--- config.mk ---
export PLATFORM = sky130hd
export DESIGN_NAME = lcd_three_wire_write_decoder
export DESIGN_NICKNAME = d
export VERILOG_FILES = /design/src/hw/rtl/lcdw_pkg.sv /design/src/hw/rtl/lcdw_decode.sv /design/src/hw/rtl/lcdw_idle.sv /design/src/hw/rtl/lcd_three_wire_write_decoder.sv
export SDC_FILE = /design/constraint.sdc
export NUM_CORES = 1
export LEC_CHECK = 0
export ABC_CLOCK_PERIOD_IN_PS = 5500
export BUFFER_PORTS_ARGS = -buffer_cell sky130_fd_sc_hd__buf_2
export CAP_MARGIN = 10
export CORE_MARGIN = 2
export CORE_UTILIZATION = 47
export DETAILED_ROUTE_END_ITERATION = 6
export PLACE_DENSITY = 0.67
export SETUP_SLACK_MARGIN = 0.15
export SLEW_MARGIN = 20
export SYNTH_ARGS = -nofsm -noshare
export SYNTH_HDL_FRONTEND = slang
export SYNTH_SLANG_ARGS = --single-unit
--- constraint.sdc ---
create_clock -name clk -period 5.5 [get_ports clk]
set_input_delay 1.1 -clock clk [delete_from_list [all_inputs] [get_ports clk]]
set_output_delay 1.1 -clock clk [all_outputs]
set_load 0.1 [all_outputs]
--- src/hw/rtl/lcdw_pkg.sv ---
`timescale 1ns / 1ps

package lcdw_pkg;

  // Result kinds carried on the master-side tuser
  localparam logic [1:0] KIND_MARKER  = 2'd0;
  localparam logic [1:0] KIND_ADDRESS = 2'd1;
  localparam logic [1:0] KIND_NIBBLE  = 2'd2;
  localparam logic [1:0] KIND_END     = 2'd3;

  // Write mode phases
  localparam logic [1:0] WPH_NONE    = 2'd0;
  localparam logic [1:0] WPH_ADDRESS = 2'd1;
  localparam logic [1:0] WPH_DATA    = 2'd2;

  // Command mode phases
  localparam logic [1:0] CPH_NONE  = 2'd0;
  localparam logic [1:0] CPH_FIVE  = 2'd1;
  localparam logic [1:0] CPH_FOUR  = 2'd2;

  // Mode codes, three bits MSB first
  localparam logic [5:0] MODE_WRITE   = 6'h05;
  localparam logic [5:0] MODE_COMMAND = 6'h04;

  // Group lengths in bits
  localparam logic [2:0] LEN_MODE    = 3'd3;
  localparam logic [2:0] LEN_ADDRESS = 3'd6;
  localparam logic [2:0] LEN_NIBBLE  = 3'd4;
  localparam logic [2:0] LEN_CMD_A   = 3'd5;
  localparam logic [2:0] LEN_CMD_B   = 3'd4;

  localparam logic [15:0] IDLE_THRESHOLD_RESET = 16'd450;

  // One decoded event
  typedef struct packed {
    logic       valid;
    logic [1:0] kind;
    logic [5:0] value;
  } event_t;

endpackage

--- src/hw/rtl/lcdw_decode.sv ---
`timescale 1ns / 1ps

module lcdw_decode (
  input  logic               clk,
  input  logic               rst,
  input  logic               en,
  input  logic               cs_n,
  input  logic               wr_n,
  input  logic               data_in,
  output lcdw_pkg::event_t   evt
);

  logic       strobe_prev, strobe_prev_next;
  logic [2:0] bit_count, bit_count_next;
  logic [5:0] shift_value, shift_value_next;
  logic [1:0] write_phase, write_phase_next;
  logic [1:0] command_phase, command_phase_next;

  logic [5:0] sv_in;
  logic [2:0] bc_in;

  assign sv_in = shift_value | {5'd0, data_in};
  assign bc_in = bit_count + 3'd1;

  // Shift in on rising strobe and close groups at their length
  always_comb begin
    strobe_prev_next   = strobe_prev;
    bit_count_next     = bit_count;
    shift_value_next   = shift_value;
    write_phase_next   = write_phase;
    command_phase_next = command_phase;
    evt                = '0;
    if (!cs_n) begin
      strobe_prev_next = wr_n;
      if (wr_n && !strobe_prev) begin
        bit_count_next   = 3'd0;
        shift_value_next = 6'd0;
        if (write_phase == lcdw_pkg::WPH_DATA && bc_in == lcdw_pkg::LEN_NIBBLE) begin
          evt.valid = 1'b1;
          evt.kind  = lcdw_pkg::KIND_NIBBLE;
          evt.value = sv_in;
        end else if (write_phase == lcdw_pkg::WPH_ADDRESS &&
                     bc_in == lcdw_pkg::LEN_ADDRESS) begin
          write_phase_next = lcdw_pkg::WPH_DATA;
          evt.valid = 1'b1;
          evt.kind  = lcdw_pkg::KIND_ADDRESS;
          evt.value = sv_in;
        end else if (write_phase == lcdw_pkg::WPH_NONE &&
                     command_phase == lcdw_pkg::CPH_NONE &&
                     bc_in == lcdw_pkg::LEN_MODE) begin
          if (sv_in == lcdw_pkg::MODE_WRITE) begin
            write_phase_next = lcdw_pkg::WPH_ADDRESS;
            evt.valid = 1'b1;
            evt.kind  = lcdw_pkg::KIND_MARKER;
          end else if (sv_in == lcdw_pkg::MODE_COMMAND) begin
            command_phase_next = lcdw_pkg::CPH_FIVE;
          end
        end else if (command_phase == lcdw_pkg::CPH_FIVE &&
                     bc_in == lcdw_pkg::LEN_CMD_A) begin
          command_phase_next = lcdw_pkg::CPH_FOUR;
        end else if (command_phase == lcdw_pkg::CPH_FOUR &&
                     bc_in == lcdw_pkg::LEN_CMD_B) begin
          // drop the command group
        end else begin
          bit_count_next   = bc_in;
          shift_value_next = {sv_in[4:0], 1'b0};
        end
      end
    end else begin
      // deselect clears the decoder
      strobe_prev_next   = 1'b1;
      bit_count_next     = 3'd0;
      shift_value_next   = 6'd0;
      write_phase_next   = lcdw_pkg::WPH_NONE;
      command_phase_next = lcdw_pkg::CPH_NONE;
    end
  end

  // Advance decoder state once per processed word
  always_ff @(posedge clk) begin
    if (rst) begin
      strobe_prev   <= 1'b1;
      bit_count     <= 3'd0;
      shift_value   <= 6'd0;
      write_phase   <= lcdw_pkg::WPH_NONE;
      command_phase <= lcdw_pkg::CPH_NONE;
    end else if (en) begin
      strobe_prev   <= strobe_prev_next;
      bit_count     <= bit_count_next;
      shift_value   <= shift_value_next;
      write_phase   <= write_phase_next;
      command_phase <= command_phase_next;
    end
  end

endmodule

--- src/hw/rtl/lcdw_idle.sv ---
`timescale 1ns / 1ps

module lcdw_idle (
  input  logic        clk,
  input  logic        rst,
  input  logic        en,
  input  logic        cs_n,
  input  logic [15:0] threshold,
  output logic        fire
);

  logic [15:0] idle_count, idle_count_next;
  logic [16:0] count_inc;

  assign count_inc = {1'b0, idle_count} + 17'd1;

  // Count deselected words, saturate at the threshold, fire on reaching it
  always_comb begin
    fire = 1'b0;
    if (!cs_n) begin
      idle_count_next = 16'd0;
    end else if (count_inc == {1'b0, threshold}) begin
      idle_count_next = count_inc[15:0];
      fire            = 1'b1;
    end else if (count_inc > {1'b0, threshold}) begin
      idle_count_next = threshold;
    end else begin
      idle_count_next = count_inc[15:0];
    end
  end

  always_ff @(posedge clk) begin
    if (rst) begin
      idle_count <= 16'd0;
    end else if (en) begin
      idle_count <= idle_count_next;
    end
  end

endmodule

--- src/hw/rtl/lcd_three_wire_write_decoder.sv ---
`timescale 1ns / 1ps

// Snooper for a three-wire LCD write bus. Each slave-side word is one sample
// of the chip select, write strobe and data pins; samples must arrive without
// gaps for strobe edges to be seen. The block takes one word per clock when
// not stalled and holds it in the input register; its result goes from there
// through the decode logic into the output register. Back pressure on the
// master side stalls both registers together; a word that yields no result
// still passes the output register slot. Results are write mode markers,
// addresses, data nibbles and one end-of-burst event after cfg_data
// deselected samples (reset 450, zero disables it).

module lcd_three_wire_write_decoder (
  input  logic        clk,
  input  logic        rst,
  input  logic        s_axis_tvalid,
  output logic        s_axis_tready,
  input  logic [7:0]  s_axis_tdata,   // [0] cs_n, [1] wr_n, [2] data_in, [7:3] zero
  output logic        m_axis_tvalid,
  input  logic        m_axis_tready,
  output logic [7:0]  m_axis_tdata,   // [5:0] value, [7:6] zero
  output logic [1:0]  m_axis_tuser,   // [1:0] kind
  input  logic        cfg_valid,
  output logic        cfg_ready,
  input  logic [15:0] cfg_data
);

  logic [15:0] idle_threshold;

  logic        in_valid;
  logic        in_cs_n;
  logic        in_wr_n;
  logic        in_data;

  logic        out_valid;
  logic [1:0]  out_kind;
  logic [5:0]  out_value;

  logic        advance;
  logic        proc;
  logic        idle_fire;

  lcdw_pkg::event_t dec_evt;
  lcdw_pkg::event_t res;

  assign advance       = !out_valid || m_axis_tready;
  assign proc          = in_valid && advance;
  assign s_axis_tready = !in_valid || advance;
  assign cfg_ready     = 1'b1;

  // Hold the threshold register
  always_ff @(posedge clk) begin
    if (rst) begin
      idle_threshold <= lcdw_pkg::IDLE_THRESHOLD_RESET;
    end else if (cfg_valid) begin
      idle_threshold <= cfg_data;
    end
  end

  // Capture the pin sample word
  always_ff @(posedge clk) begin
    if (rst) begin
      in_valid <= 1'b0;
    end else if (s_axis_tvalid && s_axis_tready) begin
      in_valid <= 1'b1;
    end else if (proc) begin
      in_valid <= 1'b0;
    end
  end

  always_ff @(posedge clk) begin
    if (s_axis_tvalid && s_axis_tready) begin
      in_cs_n <= s_axis_tdata[0];
      in_wr_n <= s_axis_tdata[1];
      in_data <= s_axis_tdata[2];
    end
  end

  lcdw_decode u_decode (
    .clk     (clk),
    .rst     (rst),
    .en      (proc),
    .cs_n    (in_cs_n),
    .wr_n    (in_wr_n),
    .data_in (in_data),
    .evt     (dec_evt)
  );

  lcdw_idle u_idle (
    .clk       (clk),
    .rst       (rst),
    .en        (proc),
    .cs_n      (in_cs_n),
    .threshold (idle_threshold),
    .fire      (idle_fire)
  );

  // Merge decoder and idle events; they never coincide
  always_comb begin
    res = dec_evt;
    if (idle_fire) begin
      res.valid = 1'b1;
      res.kind  = lcdw_pkg::KIND_END;
      res.value = 6'd0;
    end
  end

  // Load the output register
  always_ff @(posedge clk) begin
    if (rst) begin
      out_valid <= 1'b0;
    end else if (advance) begin
      out_valid <= proc && res.valid;
    end
  end

  always_ff @(posedge clk) begin
    if (advance) begin
      out_kind  <= res.kind;
      out_value <= res.value;
    end
  end

  assign m_axis_tvalid = out_valid;
  assign m_axis_tdata  = {2'b00, out_value};
  assign m_axis_tuser  = out_kind;

endmodule

==> Word level (Yosys, flattened, before mapping) <==
Cells that the tools add are included.
{ "totals": {"reg_bits": 59, "in_bits": 29, "out_inout_bits": 13} }
{ "op_classes": {"addsub": 2, "magnitude_cmp": 1, "eq_ne": 15, "mux": 44, "bitwise_logic": 2, "n_reduce_logical": 26} }
{ "op_table": {"columns": ["operator", "count"], "rows": [
  ["$mux W16", 3],
  ["$mux W6", 8],
  ["$mux W9", 4],
  ["$mux W3", 10],
  ["$mux W2", 14],
  ["$add A16 B1 Y17 const B", 1],
  ["$eq A17 B16 Y1", 1],
  ["$gt A17 B16 Y1", 1],
  ["$eq A6 B3 Y1 const B", 2],
  ["$logic_and A1 B1 Y1", 10],
  ["$eq A3 B3 Y1 const B", 3],
  ["$reduce_bool A3 Y1", 3],
  ["$reduce_and A7 Y1", 1],
  ["$ne A3 B3 Y1 const B", 2],
  ["$or A6 B1 Y6", 1],
  ["$mux W1", 5],
  ["$reduce_and A5 Y1", 1],
  ["$eq A2 B1 Y1 const B", 2],
  ["$eq A2 B2 Y1 const B", 2],
  ["$logic_not A2 Y1", 2],
  ["$ne A2 B2 Y1 const B", 2],
  ["$reduce_bool A2 Y1", 2],
  ["$add A3 B1 Y3 const B", 1],
  ["$eq A3 B2 Y1 const B", 1],
  ["5 further kinds", 8]
]} }

==> Logic depth before layout (Yosys ltp) <==
Gate-level depths: netlist of run 1.
{ "logic_depth": {"depth_word": 10, "depth_mapped": 15} }

==> Hierarchy <==
A second synthesis of run 1 with hierarchy kept.
{ "unflattened": {"hier_cells": 379, "hier_area_um2": 3487.1} }
{ "modules_own_cells": {"columns": ["module", "instances", "cells_per_inst", "area_per_inst_um2", "seq_area_each_um2"], "rows": [
  ["lcdw_idle", 1, 203, 1555.2, 320.3],
  ["lcd_three_wire_write_decoder", 1, 86, 1087.3, 690.7],
  ["lcdw_decode", 1, 90, 844.6, 260.2]
]} }

==> Least setup slack after synthesis of run 1 <==
Ideal clock, no wire load.
{ "synth_path": {"path_type": "reg-to-reg", "from": "register u_idle.idle_count[0]", "to": "register u_idle.idle_count[10]", "arrival_ps": 3061, "t_required_ps": 5425, "slack_ps": 2364, "path_stages_with_launch": 14, "synth_period_minus_slack_ps": 3136, "path_cell_list": "dfxtp_1 nand3_1 or4_4 or2_4 xnor2_1 ha_1 nand3_1 nor2_1 o41ai_1 nand4_2 nand2_4 buf_6 a31oi_1 o22ai_1"} }
{ "synth_between": {"elab_chain_len": 5} }
{ "synth_rtl": {"columns": ["element", "line_no", "text"], "rows": [
  ["from (decl)", "lcdw_idle.sv:12", "logic [15:0] idle_count, idle_count_next;"],
  ["from (signal assigned)", "lcdw_idle.sv:36", "idle_count <= idle_count_next;"],
  ["$add A16 B1 Y17 *", "lcdw_idle.sv:15", "assign count_inc = {1'b0, idle_count} + 17'd1;"],
  ["$gt A17 B16 Y1", "lcdw_idle.sv:25", "end else if (count_inc > {1'b0, threshold}) begin"],
  ["$mux W16", "lcdw_idle.sv:25", null],
  ["$mux W16 *", "lcdw_idle.sv:22", "end else if (count_inc == {1'b0, threshold}) begin"],
  ["$mux W16 *", "lcdw_idle.sv:20", "if (!cs_n) begin"]
]} }
Every way passes the cells marked *; elsewhere a longest branch is shown, timed or not.
A chain may end at the register's enable or synchronous reset.

==> Worst setup path after layout of run 1 <==
{ "layout_path": {"from": "register u_idle.idle_count[0]", "to": "register u_idle.idle_count[6]"} }
The elaborated chain is that of the path after synthesis.

==> impl_metrics.tcl, run 1 <==
set metrics [dict create \
    io_buffers 33 \
    vias 2755 \
    cts_buffer_depth 2 \
    cts_resized 0 \
    synth_top_area_share 0.284 \
    setup_viol 0 \
    synthAdderAreaFrac 0.0830 \
    initial_core_util 0.488 \
    final_cell_mix "dfxtp_1 (47), nor2_1 (39), buf_2 (33)" \
    tns_ns 0 \
    path_cells "ha_1, nand4_1, nor3_4, nand3_1, xnor2_1, ha_1, nand3_1, nor2_1, o41ai_1, nand4_2, nand2_4, mux2i_1, o32ai_1" \
    synth.area.mux_share 0.0483 \
    cp_slowest_cell "dfxtp_1" \
    synth_compound_area_frac 0.148 \
    dieArea_um2 7740 \
    slowest_delay_ns 0.43 \
    tightest_slew_ns 0.829 \
    die_h_um 88.0 \
    maxCapViolations 0 \
    crit_type "register to register" \
    crit_arrival_ns 3.96 \
    grt_overflow 0 \
    yosys.area.top_type "dfxtp_1" \
    hold_slack_ns 0.491 \
    diodes 0 \
    synthArstFlopShare 0 \
    ant_nets 0 \
    synthFlopType "dfxtp_1" \
    cts.sinks 58 \
    synth_area_leaders "dfxtp_1 (28%), edfxtp_1 (10%), ha_1 (8.3%)" \
    grt_pass1_vias 2682 \
    drv_slew 0 \
    cts_tree "built" \
    synth_xor_area_frac 0.0366 \
    die_width_um 88.0 \
    ys_seq_area_frac 0.383 \
    ys_seq_elements 58 \
    endpoint_kind "register" \
    p_leak_uw 0.00162 \
    routabilityCongestion 0.818 \
    wire_per_inst_um 14.7 \
    skew_ns 0.00950 \
    synth.distinct_cells 59 \
    finalNetCount 448 \
    cts.clk_slew.worst_paths_ns 0.07 \
    syn_area_per_cell_um2 8.99 \
    antenna_found_initial 0 \
    cp_num_buf_inv 0 \
    hold_class "register to register" \
    vdd_ir_drop_max_v 0.000190 \
    insertion_delay_ns 0.33 \
    cts-root-buf "clkbuf_8" \
    h-tree-depth 3 \
    grt_pass1_wl_mm 12.8 \
    grt_use_total 0.210 \
    drive_above_1_share 0.182 \
    cts-buffers-inserted 9 \
    hold_viol 0 \
    synth-simple-area-share 0.239 \
    fill_cells 638 \
    max_freq_mhz 265 \
    critPathTopFamily "simple AND/OR/NAND/NOR gates" \
    core_um2 6790 \
    synth_top_family_by_area "simple AND/OR/NAND/NOR gates" \
    rows 30 \
    yosys_warnings 0 \
    drtIter0Drc 87 \
    finalCriticalPeriod_ns 3.78 \
    synth_edf_count 11 \
    syn_area_um2 3320 \
    status "finished, final reports clean" \
    required_ns 5.68 \
    worst_setup_path_start_kind "register" \
    rsz0062_at_grt "false" \
    power.density_nw_per_um2 236 \
    drt_drc_violations_left 0 \
    post_cts_buffers 0 \
    firstDrtPassIters 5 \
    min_period_over_period 0.687 \
    syn_to_final_growth_pct 11.2 \
    mostFrequentLayoutCell "dfxtp_1" \
    wl_mm 7.33 \
    place_hpwl_mm 5.36 \
    grt_max_degree 32 \
    worstPathMaxFanout 25 \
    viasPerCell 5.53 \
    synthCells 369 \
    cts-hold-fix-buffers 0 \
    slew-limit-headroom 0.446 \
    ios 42 \
]
path summary, 6_finish.rpt:
path / start / to / slack, ns / cells after the start
worst min register to register: u_decode.command_phase[1] / u_decode.command_phase[1] / 0.49 / 2
worst max-delay path: u_idle.idle_count[0] / u_idle.idle_count[6] / 1.72 / 13
worst min-delay path: u_decode.command_phase[1] / u_decode.command_phase[1] / 0.49 / 2
worst max register to register: u_idle.idle_count[0] / u_idle.idle_count[6] / 1.72 / 13
metal layers:
layer  vias to the layer above  GRT usage  share of wire
li1                       1379          -              -
met2                        76      0.317           0.45
met4                         0     0.0685          0.010
met5                         -          0              0
met1                      1293      0.305           0.48
met3                         7     0.0377          0.060
where the power goes:
part	internal [uW]	switching, uW
combinational	25.4	47.2
sequential	443	10.2
clock	171	172
cells in the mapped netlist, types with 3 or more instances:
library cell   n
a31oi_1       10
nor2b_1        3
ha_1          22
xnor2_1        9
clkbuf_1       9
edfxtp_1      11
nand2_1       29
o21ai_1        3
o311ai_2       6
nor3_1         8
a21oi_1       14
mux2i_1       16
inv_1         26
and3_1        15
nor2_1        40
nand4_1        5
a22oi_1        7
nand3_1       13
o211ai_1       5
buf_4          3
xor2_1         3
o21ai_0        5
dfxtp_1       47
and2_1         3
nand4_2        3
o22ai_1        6
nor4_1         5
final cells by class:
cell class,count,area [um2],area share
clock buffers,10,138,0.0373
well taps,96,120,0.0326
inverters,28,105,0.0285
flip-flops and latches,58,1270,0.345
clock inverters,6,32.5,0.00883
multi-input cells,267,1850,0.503
repair buffers,33,165,0.0448
kinds of logic after synthesis:
logic type | count (synthesis)
adders and majority gates | 22
DFF | 58
xor gates and xnor gates | 13
other | 2
buffers and inverters | 45
muxes | 16
AOI/OAI and AO/OA | 67
and+or+nand+nor | 146
tightest hold or removal path, cell delays in order, from the launching register on:
cell     delay, ns
dfxtp_1       0.34
nand2_1       0.06
a21oi_1       0.05
sequential cells by signal, summed over array words and instances, names as in the netlist:
register	cells
in_data	1
in_valid	1
u_decode.command_phase	2
idle_threshold	16
u_decode.bit_count	3
u_decode.shift_value	5
u_decode.write_phase	2
u_idle.idle_count	16
in_wr_n	1
out_value	6
u_decode.strobe_prev	1
in_cs_n	1
m_axis_tuser	2
m_axis_tvalid	1
stage by stage:
stage               utilization  power (uW)  std cells  setup WS, ns  instance area [um2]
finish                    0.543         869        498          1.72                 3690
global route              0.543         906        498          1.40                 3690
floorplan                     -         513        370          2.36                 3320
CTS                       0.542         874        498          1.75                 3680
global placement          0.517         533        482          1.79                 3510
detailed placement        0.517         535        482          1.74                 3510
No activity file was read; power rests on OpenSTA's default activity.
==> run 2: changes to the inputs <==
--- a/config.mk
+++ b/config.mk
@@ -5,7 +5,7 @@
 export SDC_FILE = /design/constraint.sdc
 export NUM_CORES = 1
 export LEC_CHECK = 0
-export ABC_CLOCK_PERIOD_IN_PS = 5500
+export ABC_CLOCK_PERIOD_IN_PS = 3700
 export BUFFER_PORTS_ARGS = -buffer_cell sky130_fd_sc_hd__buf_2
 export CAP_MARGIN = 10
 export CORE_MARGIN = 2
==> constraint.sdc (replaced) <==
create_clock -name clk -period 3.7 [get_ports clk]
set_input_delay 0.74 -clock clk [delete_from_list [all_inputs] [get_ports clk]]
set_output_delay 0.74 -clock clk [all_outputs]
set_load 0.1 [all_outputs]
==> run 2 against run 1 <==
Against the previous run:
- cell count is 3.2% higher
- clock power increased by 63%
- utilization is 2.8 points higher
==> impl_metrics.tcl, run 2 (synthesis results as in run 1) <==
set metrics [dict create \
    status "finished, final reports clean" \
    rsz0062_at_grt "true" \
    antenna_found_initial 0 \
    rows 30 \
    stdcell_count 514 \
    grt_use_total 0.214 \
    cts-root-buf "clkbuf_8" \
    dr.max_layer_used "met4" \
    crit_type "register to register" \
    top_regs "idle_threshold (16), u_idle.idle_count (16), out_value (6)" \
    worst_setup_path_start_kind "register" \
    drv_slew 0 \
    syn_to_final_growth_pct 16.9 \
    maxCapViolations 0 \
    crit_arrival_ns 3.65 \
    ant_nets 0 \
    h-tree-depth 3 \
    routabilityCongestion 0.857 \
    p_leak_uw 0.00171 \
    cts.clk_slew.worst_paths_ns 0.07 \
    wl_mm 7.66 \
    drive_above_1_share 0.220 \
    met1_length_mm 3.67 \
    mostFrequentLayoutCell "dfxtp_1" \
    finalNetCount 464 \
    viasPerCell 5.47 \
    slew-limit-headroom 0.553 \
    critPathTopFamily "simple AND/OR/NAND/NOR gates" \
    worstPathMaxFanout 8 \
    pre_cts_slack_ns 0.167 \
    path_cells "nand3_1, or4_4, or2_4, nor2_4, xor2_2, ha_1, nand4_1, nor3_2, buf_4, nand4_4, a21boi_4, a21oi_1, o32ai_1" \
    wl_met3_um 482 \
    fill_cells 618 \
    final.setup.worst_slack_ns 0.312 \
    setup_viol 0 \
    drtIter0Drc 176 \
    skew_ns 0.00999 \
    wire_per_inst_um 14.9 \
    initial_core_util 0.488 \
    cts_buffer_depth 2 \
    max_freq_mhz 295 \
    vias 2810 \
    cts_tree "built" \
    insertion_delay_ns 0.35 \
    hold_viol 0 \
    power.density_nw_per_um2 347 \
    tns_ns 0 \
    core_um2 6790 \
    final_cell_mix "dfxtp_1 (46), nor2_1 (40), buf_2 (33)" \
    endpoint_kind "register" \
    ios 42 \
    place_hpwl_mm 5.62 \
    dieArea_um2 7740 \
    slowest_delay_ns 0.58 \
    required_ns 3.96 \
    cts.sinks 58 \
    cp_num_buf_inv 1 \
    vdd_ir_drop_max_v 0.000205 \
    hold_slack_ns 0.487 \
    die_h_um 88.0 \
    drt_drc_violations_left 0 \
    cts-buffers-inserted 9 \
    dp.cells 496 \
    min_period_over_period 0.916 \
    finalCriticalPeriod_ns 3.39 \
    tightest_slew_ns 0.664 \
    grt_pass1_wl_mm 12.7 \
    hold_class "register to register" \
    io_buffers 33 \
    die_width_um 88.0 \
    wl_met2_mm 3.39 \
    diodes 0 \
    grt_max_degree 31 \
    grt_pass1_vias 2680 \
    firstDrtPassIters 5 \
    grt_overflow 0 \
    cp_slowest_cell "or4_4" \
]
==> run 2: worst paths after layout <==
kind,start,end,slack (ns),depth (start not counted)
setup reg to reg,u_idle.idle_count[1],u_idle.idle_count[6],0.31,13
setup / recovery,u_idle.idle_count[1],u_idle.idle_count[6],0.31,13
hold / removal,u_decode.command_phase[1],u_decode.command_phase[1],0.49,2
hold reg to reg,u_decode.command_phase[1],u_decode.command_phase[1],0.49,2
==> run 2: per-stage QoR <==
| step | power (uW) | util | area, um2 |
|---|---|---|---|
| after detailed placement | 797 | 0.534 | 3630 |
| after floorplan | 763 | - | 3320 |
| final | 1350 | 0.571 | 3880 |
| after global placement | 795 | 0.534 | 3630 |
| after CTS | 1350 | 0.566 | 3840 |
| after global routing | 1400 | 0.571 | 3880 |
==> run 2: cell type report <==
cell class	instances	area (um2)	share of cell area
repair buffers	49	298	0.0768
well taps	96	120	0.0310
clock inverters	4	23.8	0.00613
flip-flops and latches	58	1270	0.328
multi-input cells	267	1890	0.488
clock buffers	12	166	0.0429
inverters	28	105	0.0271
==> run 2: worst min-delay path, cell delays in order, from the launching register on <==
cell and delay, ns:
dfxtp_1 0.33, nand2_1 0.06, a21oi_1 0.05
==> run 2: per-layer routing <==
layer	vias up	GRT usage
met5	-	0
met4	0	0.0741
met3	10	0.0575
met2	72	0.320
met1	1315	0.299
li1	1413	-
==> run 2: power breakdown <==
part | switching, uW | internal (uW)
clock network | 259 | 300
logic | 73.2 | 41.3
registers | 14.8 | 659
==> run 2: what timing repair did <==
action	4_1_cts	5_1_grt
hold buffers	0	0
gates cloned	0	0
setup buffers	1	1
pin swaps	1	2
resized for setup	2	6
endpoints found under the setup margin	3	17
==> run 3: changes to the inputs <==
--- a/config.mk
+++ b/config.mk
@@ -5,11 +5,11 @@
 export SDC_FILE = /design/constraint.sdc
 export NUM_CORES = 1
 export LEC_CHECK = 0
-export ABC_CLOCK_PERIOD_IN_PS = 3700
+export ABC_CLOCK_PERIOD_IN_PS = 3100
 export BUFFER_PORTS_ARGS = -buffer_cell sky130_fd_sc_hd__buf_2
 export CAP_MARGIN = 10
 export CORE_MARGIN = 2
-export CORE_UTILIZATION = 47
+export CORE_UTILIZATION = 45
 export DETAILED_ROUTE_END_ITERATION = 6
 export PLACE_DENSITY = 0.67
 export SETUP_SLACK_MARGIN = 0.15
==> constraint.sdc (replaced) <==
create_clock -name clk -period 3.1 [get_ports clk]
set_input_delay 0.62 -clock clk [delete_from_list [all_inputs] [get_ports clk]]
set_output_delay 0.62 -clock clk [all_outputs]
set_load 0.1 [all_outputs]
==> run 3 against run 2 <==
Against the previous run:
- the flow now finishes with violations (negative setup slack)
- register-to-register slack worse by 0.48 ns
- combinational power increased by 39%
- utilization is 5.6 points higher
- non-clock buffer count increased by 42
- die area rose by 4.2%
- via count grew 9.1%
- first-iteration DRC count is 1.7% lower
- clock skew fell by 0.0046 ns
- worst setup slack worse by 0.48 ns
- critical path depth increased by 4
- largest power group unchanged
- highest routed layer unchanged
==> impl_metrics.tcl, run 3 (synthesis results as in run 1) <==
set metrics [dict create \
    required_ns 3.36 \
    ios 42 \
    whs_endpoint "in_wr_n" \
    fin_area_um2 4500 \
    hold_class "input port to register" \
    diodes 0 \
    crit_arrival_ns 3.53 \
    grt_pass1_vias 2889 \
    r2r_cells 17 \
    h-tree-depth 3 \
    max_freq_mhz 306 \
    viasPerCell 5.49 \
    status "complete, but fails checks" \
    syn_to_final_growth_pct 35.6 \
    dieArea_um2 8070 \
    rows 31 \
    crit_type "register to register" \
    grt_pass1_wl_mm 13.8 \
    dp.cells 524 \
    p_leak_uw 0.00207 \
    core_um2 7180 \
    grt_use_total 0.214 \
    final_cell_mix "buf_4 (44), nor2_1 (39), dfxtp_1 (39)" \
    firstDrtPassIters 5 \
    antenna_found_initial 0 \
    routabilityCongestion 0.883 \
    multi_input_comb_area_um2 2130 \
    reg2reg_from "u_idle.idle_count[0]" \
    place_hpwl_mm 6.03 \
    worst_setup_path_start_kind "register" \
    dpl_cell_area_um2 3850 \
    tightest_slew_ns 0.644 \
    top_regs "idle_threshold (16), u_idle.idle_count (16), out_value (6)" \
    cts.sinks 58 \
    drive_above_1_share 0.367 \
    hold_depth 1 \
    worstPathMaxFanout 5 \
    die_width_um 89.8 \
    cts-buffers-inserted 9 \
    initial_core_util 0.462 \
    cts_tree "built" \
    slew-limit-headroom 0.566 \
    hp-start "s_axis_tdata[1]" \
    drtIter0Drc 173 \
    setup_viol 16 \
    cts-hold-fix-buffers 0 \
    rsz0062_at_grt "true" \
    fill_cells 580 \
    cts.clk_slew.worst_paths_ns 0.07 \
    violations "negative setup slack" \
    maxCapViolations 0 \
    mostFrequentLayoutCell "buf_4" \
    finalNetCount 506 \
    finalCriticalPeriod_ns 3.26 \
    slowest_delay_ns 0.36 \
    io_buffers 33 \
    reg2reg_to "u_idle.idle_count[11]" \
    grt_overflow 0 \
    cts_buffer_depth 2 \
    grt_max_degree 31 \
    ant_nets 0 \
    stdcell_count 559 \
    final.setup.worst_slack_ns -0.164 \
    wire_per_inst_um 16.0 \
    endpoint_kind "register" \
    hold_viol 0 \
    insertion_delay_ns 0.35 \
    crit_start "u_idle.idle_count[0]" \
    vias 3067 \
    seqCellArea_um2 1280 \
    reg2reg_slack_ns -0.16 \
    min_period_over_period 1.05 \
    drt_drc_violations_left 0 \
    die_h_um 89.8 \
    path_cells "ha_1, nand4_1, buf_4, nor3_4, nand3_2, nor2_1, xor2_1, ha_1, nand4_1, nor3_2, a21oi_2, nand4_4, buf_6, a21boi_4, buf_6, a31oi_1, o22ai_1" \
    drv_slew 0 \
    cts-root-buf "clkbuf_8" \
    power.density_nw_per_um2 367 \
    vdd_ir_drop_max_v 0.000327 \
    wl_mm 8.94 \
    skew_ns 0.00537 \
    cp_slowest_cell "dfxtp_2" \
]
run 3: timing repair:
item | CTS | global route
resized for setup | 28 | 30
pin swaps | 24 | 26
setup buffers | 15 | 4
setup endpoints to repair | 17 | 19
run 3: how the worst max path moves through the flow:
stage                             to  cells after the start
6_report       u_idle.idle_count[11]                     17
5_1_grt        u_idle.idle_count[11]                     17
4_1_cts         u_idle.idle_count[4]                     13
3_5_place_dp   u_idle.idle_count[11]                     14
3_3_place_gp   u_idle.idle_count[11]                     14
2_1_floorplan   u_idle.idle_count[6]                     12
run 3: layer usage:
metal | routed length [um] | vias to the layer above | track usage
met5 | 0 | - | 0
met2 | 4410 | 89 | 0.347
met1 | 3870 | 1462 | 0.277
met3 | 449 | 20 | 0.0386
li1 | - | 1496 | -
met4 | 220 | 0 | 0.100
run 3: final cells by class:
cell class | count | area share
clock inverter | 7 | 0.0156
sequential | 58 | 0.285
clock buffer | 9 | 0.0275
inverter | 28 | 0.0234
multi-input combinational | 267 | 0.473
timing repair buffer | 91 | 0.148
tap | 99 | 0.0275
run 3: worst max-delay path: cells and delay by family (launching register included):
| family | cells | cell delay (ns) |
|---|---|---|
| simple gates | 7 | 0.92 |
| flops | 1 | 0.36 |
| compound gates | 4 | 0.65 |
| xor+xnor | 1 | 0.29 |
| fa+ha+maj | 2 | 0.50 |
| buf+inv | 3 | 0.47 |
run 3: report_power, final:
| group | switching (uW) | internal, uW |
|---|---|---|
| clock network | 321 | 367 |
| registers | 16.9 | 786 |
| logic | 97.5 | 60.8 |
| total | 435 | 1210 |
run 3: metrics by stage:
| step | total power [uW] | worst slack (ns) | TNS (ns) | util | hold slack, ns |
|---|---|---|---|---|---|
| final | 1650 | -0.164 | -1.45 | 0.627 | 0.444 |
| after CTS | 1660 | -0.0807 | -0.629 | 0.597 | 0.435 |
| after floorplan | 913 | 0.154 | 0 | - | 0.452 |
| after global placement | 957 | -0.0782 | -0.263 | 0.537 | 0.469 |
| after global routing | 1710 | -0.291 | -3.53 | 0.627 | 0.438 |
| after detailed placement | 962 | -0.115 | -0.763 | 0.537 | 0.484 |
